--- src/sv/gfc_pkg.sv ---
// ----------------------------------------------------------------------------
// gfc_pkg
// shared types and constants of the gif frame pixel compositor
// ----------------------------------------------------------------------------
`timescale 1ns / 1ps

package gfc_pkg;

    typedef logic [2:0] cfg_idx_t;

    localparam cfg_idx_t REG_FRAME_LEFT       = 3'd0;
    localparam cfg_idx_t REG_FRAME_TOP        = 3'd1;
    localparam cfg_idx_t REG_FRAME_WIDTH      = 3'd2;
    localparam cfg_idx_t REG_FRAME_HEIGHT     = 3'd3;
    localparam cfg_idx_t REG_INTERLACED       = 3'd4;
    localparam cfg_idx_t REG_TRANSPARENT_MODE = 3'd5;
    localparam cfg_idx_t REG_TRANSPARENT_CODE = 3'd6;
    localparam cfg_idx_t REG_BACKGROUND_SLOT  = 3'd7;

    typedef logic [1:0] trans_mode_t;

    localparam trans_mode_t TM_NONE       = 2'd0;
    localparam trans_mode_t TM_BACKGROUND = 2'd1;

    // item kind carried on tuser
    localparam logic KIND_PALETTE = 1'b0;
    localparam logic KIND_PIXEL   = 1'b1;

    localparam int CFG_DATA_BITS = 16;
    localparam int SLOT_BITS     = 8;
    localparam int RGB_BITS      = 24;
    localparam int SCREEN_BITS   = 17;
    localparam int IN_DATA_BITS  = 48;
    localparam int OUT_DATA_BITS = 72;

    localparam logic [7:0] ALPHA_OPAQUE = 8'hFF;

    // interlace row step and start row per pass
    localparam logic [3:0] PASS_STEP  [4] = '{4'd8, 4'd8, 4'd4, 4'd2};
    localparam logic [3:0] PASS_START [4] = '{4'd0, 4'd4, 4'd2, 4'd1};

    typedef struct packed {
        logic                 wr_en;
        logic [SLOT_BITS-1:0] wr_slot;
        logic [RGB_BITS-1:0]  wr_rgb;
        logic                 rd_en;
        logic [SLOT_BITS-1:0] rd_slot;
    } pal_req_t;

    typedef struct packed {
        logic step;
        logic first;
        logic interlaced;
    } walk_ctl_t;

endpackage

--- src/sv/gfc_walk.sv ---
// ----------------------------------------------------------------------------
// gfc_walk
// column, row and interlace pass counters of the frame walk
// ----------------------------------------------------------------------------
`timescale 1ns / 1ps

module gfc_walk #(
    parameter int COORD_BITS = 16
) (
    input  logic                  clk,
    input  logic                  rst_n,
    input  gfc_pkg::walk_ctl_t    ctl,
    input  logic [COORD_BITS-1:0] frame_width,
    input  logic [COORD_BITS-1:0] frame_height,
    output logic [COORD_BITS-1:0] column,
    output logic [COORD_BITS-1:0] row
);
    import gfc_pkg::*;

    localparam int CW = COORD_BITS + 1;

    logic [COORD_BITS-1:0] col_reg, col_next;
    logic [COORD_BITS-1:0] row_reg, row_next;
    logic [1:0]            pass_reg, pass_next;

    logic [1:0]            pass_cur;
    logic [CW-1:0]         col_inc;
    logic [CW-1:0]         row_inc;
    logic [CW-1:0]         row_il;
    logic [CW-1:0]         height_w;
    logic                  col_wrap;
    logic                  c1, c2, c3;
    logic [COORD_BITS-1:0] row_adv;
    logic [1:0]            pass_adv;

    assign column   = ctl.first ? '0 : col_reg;
    assign row      = ctl.first ? '0 : row_reg;
    assign pass_cur = ctl.first ? 2'd0 : pass_reg;

    assign height_w = {1'b0, frame_height};
    assign col_inc  = {1'b0, column} + CW'(1);
    assign col_wrap = (col_inc >= {1'b0, frame_width});
    assign row_inc  = {1'b0, row} + CW'(1);
    assign row_il   = {1'b0, row} + CW'(PASS_STEP[pass_cur]);

    assign c1 = (CW'(PASS_START[1]) < height_w);
    assign c2 = (CW'(PASS_START[2]) < height_w);
    assign c3 = (CW'(PASS_START[3]) < height_w);

    always_comb
    begin
        row_adv  = '0;
        pass_adv = 2'd0;
        if (!ctl.interlaced)
        begin
            pass_adv = pass_cur;
            row_adv  = (row_inc >= height_w) ? '0 : row_inc[COORD_BITS-1:0];
        end
        else if (row_il < height_w)
        begin
            pass_adv = pass_cur;
            row_adv  = row_il[COORD_BITS-1:0];
        end
        else
        begin
            // first later pass whose start row lies inside the frame
            case (pass_cur)
                2'd0:
                begin
                    if (c1)
                    begin
                        pass_adv = 2'd1;
                        row_adv  = COORD_BITS'(PASS_START[1]);
                    end
                    else if (c2)
                    begin
                        pass_adv = 2'd2;
                        row_adv  = COORD_BITS'(PASS_START[2]);
                    end
                    else if (c3)
                    begin
                        pass_adv = 2'd3;
                        row_adv  = COORD_BITS'(PASS_START[3]);
                    end
                end
                2'd1:
                begin
                    if (c2)
                    begin
                        pass_adv = 2'd2;
                        row_adv  = COORD_BITS'(PASS_START[2]);
                    end
                    else if (c3)
                    begin
                        pass_adv = 2'd3;
                        row_adv  = COORD_BITS'(PASS_START[3]);
                    end
                end
                2'd2:
                begin
                    if (c3)
                    begin
                        pass_adv = 2'd3;
                        row_adv  = COORD_BITS'(PASS_START[3]);
                    end
                end
                default:
                begin
                    pass_adv = 2'd0;
                    row_adv  = '0;
                end
            endcase
        end
    end

    always_comb
    begin
        col_next  = col_reg;
        row_next  = row_reg;
        pass_next = pass_reg;
        if (ctl.step)
        begin
            if (col_wrap)
            begin
                col_next  = '0;
                row_next  = row_adv;
                pass_next = pass_adv;
            end
            else
            begin
                col_next  = col_inc[COORD_BITS-1:0];
                row_next  = row;
                pass_next = pass_cur;
            end
        end
    end

    always_ff @(posedge clk or negedge rst_n)
    begin
        if (!rst_n)
        begin
            col_reg  <= '0;
            row_reg  <= '0;
            pass_reg <= 2'd0;
        end
        else
        begin
            col_reg  <= col_next;
            row_reg  <= row_next;
            pass_reg <= pass_next;
        end
    end

endmodule

--- config.mk ---
export PLATFORM = sky130hd
export DESIGN_NAME = gfc_walk
export DESIGN_NICKNAME = d
export VERILOG_FILES = /design/src/sv/gfc_pkg.sv /design/src/sv/gfc_walk.sv
export SDC_FILE = /design/constraint.sdc
export NUM_CORES = 1
export LEC_CHECK = 0
export ABC_AREA = 0
export BUFFER_PORTS_ARGS = -buffer_cell sky130_fd_sc_hd__buf_2
export CORE_MARGIN = 10
export CORE_UTILIZATION = 55
export DETAILED_ROUTE_END_ITERATION = 8
export PLACE_DENSITY = 0.78
export SYNTH_ARGS = -nofsm -noshare
export SYNTH_HDL_FRONTEND = slang
export SYNTH_SLANG_ARGS = --single-unit
--- constraint.sdc ---
create_clock -name clk -period 4.75 [get_ports clk]
set_input_delay 0.7125 -clock clk [delete_from_list [all_inputs] [get_ports clk]]
set_output_delay 0.7125 -clock clk [all_outputs]
set_load 0.01 [all_outputs]
==> impl_results.md <==
* Tot GR Track Use at 21.1%
* Yosys reg bits at 34
* CTS Buffer Depth at 2
* RSZ-0062 raised after global routing: false
* Crit Path Max Fanout at 9
* Die Width at 106 um
* GP Congestion at 0.934
* Vias/cell at 5.92
* Worst path required time at 4.92 ns
* CP Launch Type: input port
* Input/output buffers at 68
* GR Overflow Total at 0
* Post-synth top flop: dfrtp_1
* Post-Syn Area at 4070 um^2
* GR Util met1 at 26.3%
* Drt first pass iters at 5
* Via count at 4079
* Die Y at about 110 um
* CTS tree: done
* Sw power at slightly above 200 uW
* Clock transition at path regs at 0.08 ns
* Fin. max-slew vios at 0
* Seq/Total Area, Yosys at 20.9%
* Min-Delay Path Class: input port to asynchronous set/reset pin
* Detailed Route WL at around 12000 um
* Post-DR wirelength/cell at roughly 17 um
* Synth Warn # at 0
* CTS Sinks at 34
* Maximum number of pins on one net before global-route repair at 35
* EDFF count, synth at 0
* M2 GR Usage at 36.6%
* Maximum clock rate at 229 MHz
* Setup crit end kind: register
* Clock network fraction of design power at about a third
* Switching part of the total at 31.3%
* CP Cell Sequence: buf_2 > buf_4 > inv_1 > nand2_1 > inv_1 > buf_4 > nand4_1 > nor2_1 > nand2_1 > xnor2_1 > ha_1 > a21oi_1 > o211ai_1 > o211ai_1 > a21oi_1 > o32ai_1 > a221o_1 > a221o_1
* Max-slew headroom at 46.1%
* M3 GR Usage at 3.56%
* Post-CTS sizing at 0
* Io pins at 69
* Fin. Hold Viols at 0
* Finished Core Util at between 60% and 70%
* Number of diodes at 0
* Initial Util at 56.4%
* Initial drt markers at 338
* Gate power share at 21.1%
* Final setup fails at 0
* Critical path's slowest cell: a21oi_1
* Pwr Total at ~660 uW
* Int Pwr at 452 uW
* Num rows at 31
* Placeable core region at 7210 um^2
* Yosys cell types at between 60 and 70
* Vias in the first global route at approximately 4100
* Initial antenna violation count at 0
* R2R setup slack at 0.47 ns
* CTS H-Tree Depth at 2
* Syn nets at 597
* Number of max-cap violations at 0
* Slowest stage delay, CP at roughly 0.44 ns
* First-pass GRT wire length at about 20000 um
* Most common cell after layout, fill and taps aside: buf_2
* Outcome: finished clean
* Hpwl dp at 9940 um
* DRC at 0
* Asr flop ratio synth at 100%
* ANT nets after route at 0
* FF+latch area at around 850 um^2
* Seq pwr share at 46.2%
* Multi-input gate area at 2960 um^2
* Clock Skew at between 0.01 and 0.015 ns
* Post-Syn Instances at 507
* Filler cells at about 650
* Slew @ Worst Pin at 0.808 ns
* Die Footprint at 11200 um^2
* Post-CTS Setup Inserts at 0
* Num CTS Buffers at 5
* Commonest non-fill, non-tap cells in the layout: 68 x buf_2, 57 x inv_1, 52 x ha_1, 40 x nor2_1, 39 x nand2_1
* Busiest grt layer: met2
* Fraction of layout cells with a size suffix above 1 at 21.0%
* Worst vdd ir at 154 uV
* Fin crit period at 4.37 ns
* Leakage at 0.00253 uW
* Post-Syn Area per Cell at about 8.0 um^2
* PwrDens at 139 nW/um^2
* CTS Hold Bufs at 0
* Clk root buf: clkbuf_8
* Worst-skew pair later-pin latency at 0.30 ns
* Final period utilization at 92.0%
* Layout Nets at 680
* Layout area overhead at 16.6%
* Crit path DAT at around 4.6 ns
* CP Class: input port to register
-- power by group through the flow --
stage / clock network, uW / registers [uW] / logic (uW)
floorplan: 0 / 307 / 80.4
global placement: 0 / 309 / 131
detailed placement: 0 / 308 / 137
CTS: 219 / 303 / 137
global route: 232 / 304 / 156
finish: 215 / 303 / 138
-- final cells by class --
| class | count | share of cell area [%] |
|---|---|---|
| Tap cell | 99 | 2.61 |
| Inverter | 58 | 4.59 |
| Clock inverter | 1 | 0.158 |
| Sequential cell | 34 | 17.9 |
| Timing Repair Buffer | 91 | 10.8 |
| Multi-Input combinational cell | 400 | 62.4 |
| Clock buffer | 6 | 1.53 |
-- kinds of logic (layout without fill, tap and decap cells) --
group	after synthesis	in the layout	share of synthesized area [%]
XOR/XNOR	40	40	8.61
multiplexers	1	1	0.246
adder cells (fa/ha/maj)	54	54	16.7
buffers and inverters	73	156	7.07
flip-flops	34	34	20.9
AO/OA/AOI/OAI	104	104	18.2
AND/OR/NAND/NOR	201	201	28.2
-- metal layers --
| metal | part of all wire, % | wire length [um] |
|---|---|---|
| met1 | 42 | 5110 |
| met2 | 50 | 6040 |
| met3 | 5.3 | 641 |
| met4 | 2.0 | 238 |
| met5 | 0 | 0 |
-- metrics by stage --
| stage | area (um^2) | instances | TNS [ns] | setup WS, ns | hold WS [ns] |
|---|---|---|---|---|---|
| finish | 4740 | 689 | 0 | 0.378 | 0.505 |
| CTS | 4720 | 689 | 0 | 0.214 | 0.515 |
| global placement | 4640 | 682 | 0 | 0.101 | 0.486 |
| detailed placement | 4640 | 682 | -0.827 | -0.0914 | 0.499 |
| floorplan | 4070 | 507 | 0 | 0.0499 | 0.417 |
| global route | 4740 | 689 | 0 | 0.0499 | 0.531 |
-- critical path: cells and delay by family --
family                     cells  cell delay, ns
AOI/OAI and AO/OA              7            1.75
xor gates and xnor gates       1            0.31
adders and majority gates      1            0.21
buffers and inverters          5            0.71
and+or+nand+nor                4            0.83
-- cells in the mapped netlist (all sizes together), types with 7 or more instances --
master | count | area share [%]
o211ai | 7 | 1.3
inv | 57 | 5.3
a21oi | 22 | 2.7
nor2b | 24 | 3.9
nand2 | 40 | 3.8
a221o | 13 | 3.2
nor2 | 42 | 3.9
xnor2 | 22 | 4.7
nand3 | 27 | 3.3
xor2 | 18 | 3.9
and3b | 7 | 1.5
ha | 52 | 16
o21ai | 25 | 3.3
buf | 9 | 1.2
nand2b | 9 | 1.9
nand4 | 10 | 1.5
nor3 | 15 | 2.1
dfrtp | 34 | 21
-- worst paths after layout --
check / from / to / cells after the start
worst min-delay path: rst_n / row_reg[8] / 1
min in group clk: col_reg[15] / col_reg[15] / 1
max in group asynchronous: rst_n / col_reg[4] / 1
worst min register to register: col_reg[15] / col_reg[15] / 1
worst max-delay path: ctl[1] / row_reg[2] / 18
worst max register to register: pass_reg[1] / row_reg[4] / 17
Power figures use the tool's default switching activity.
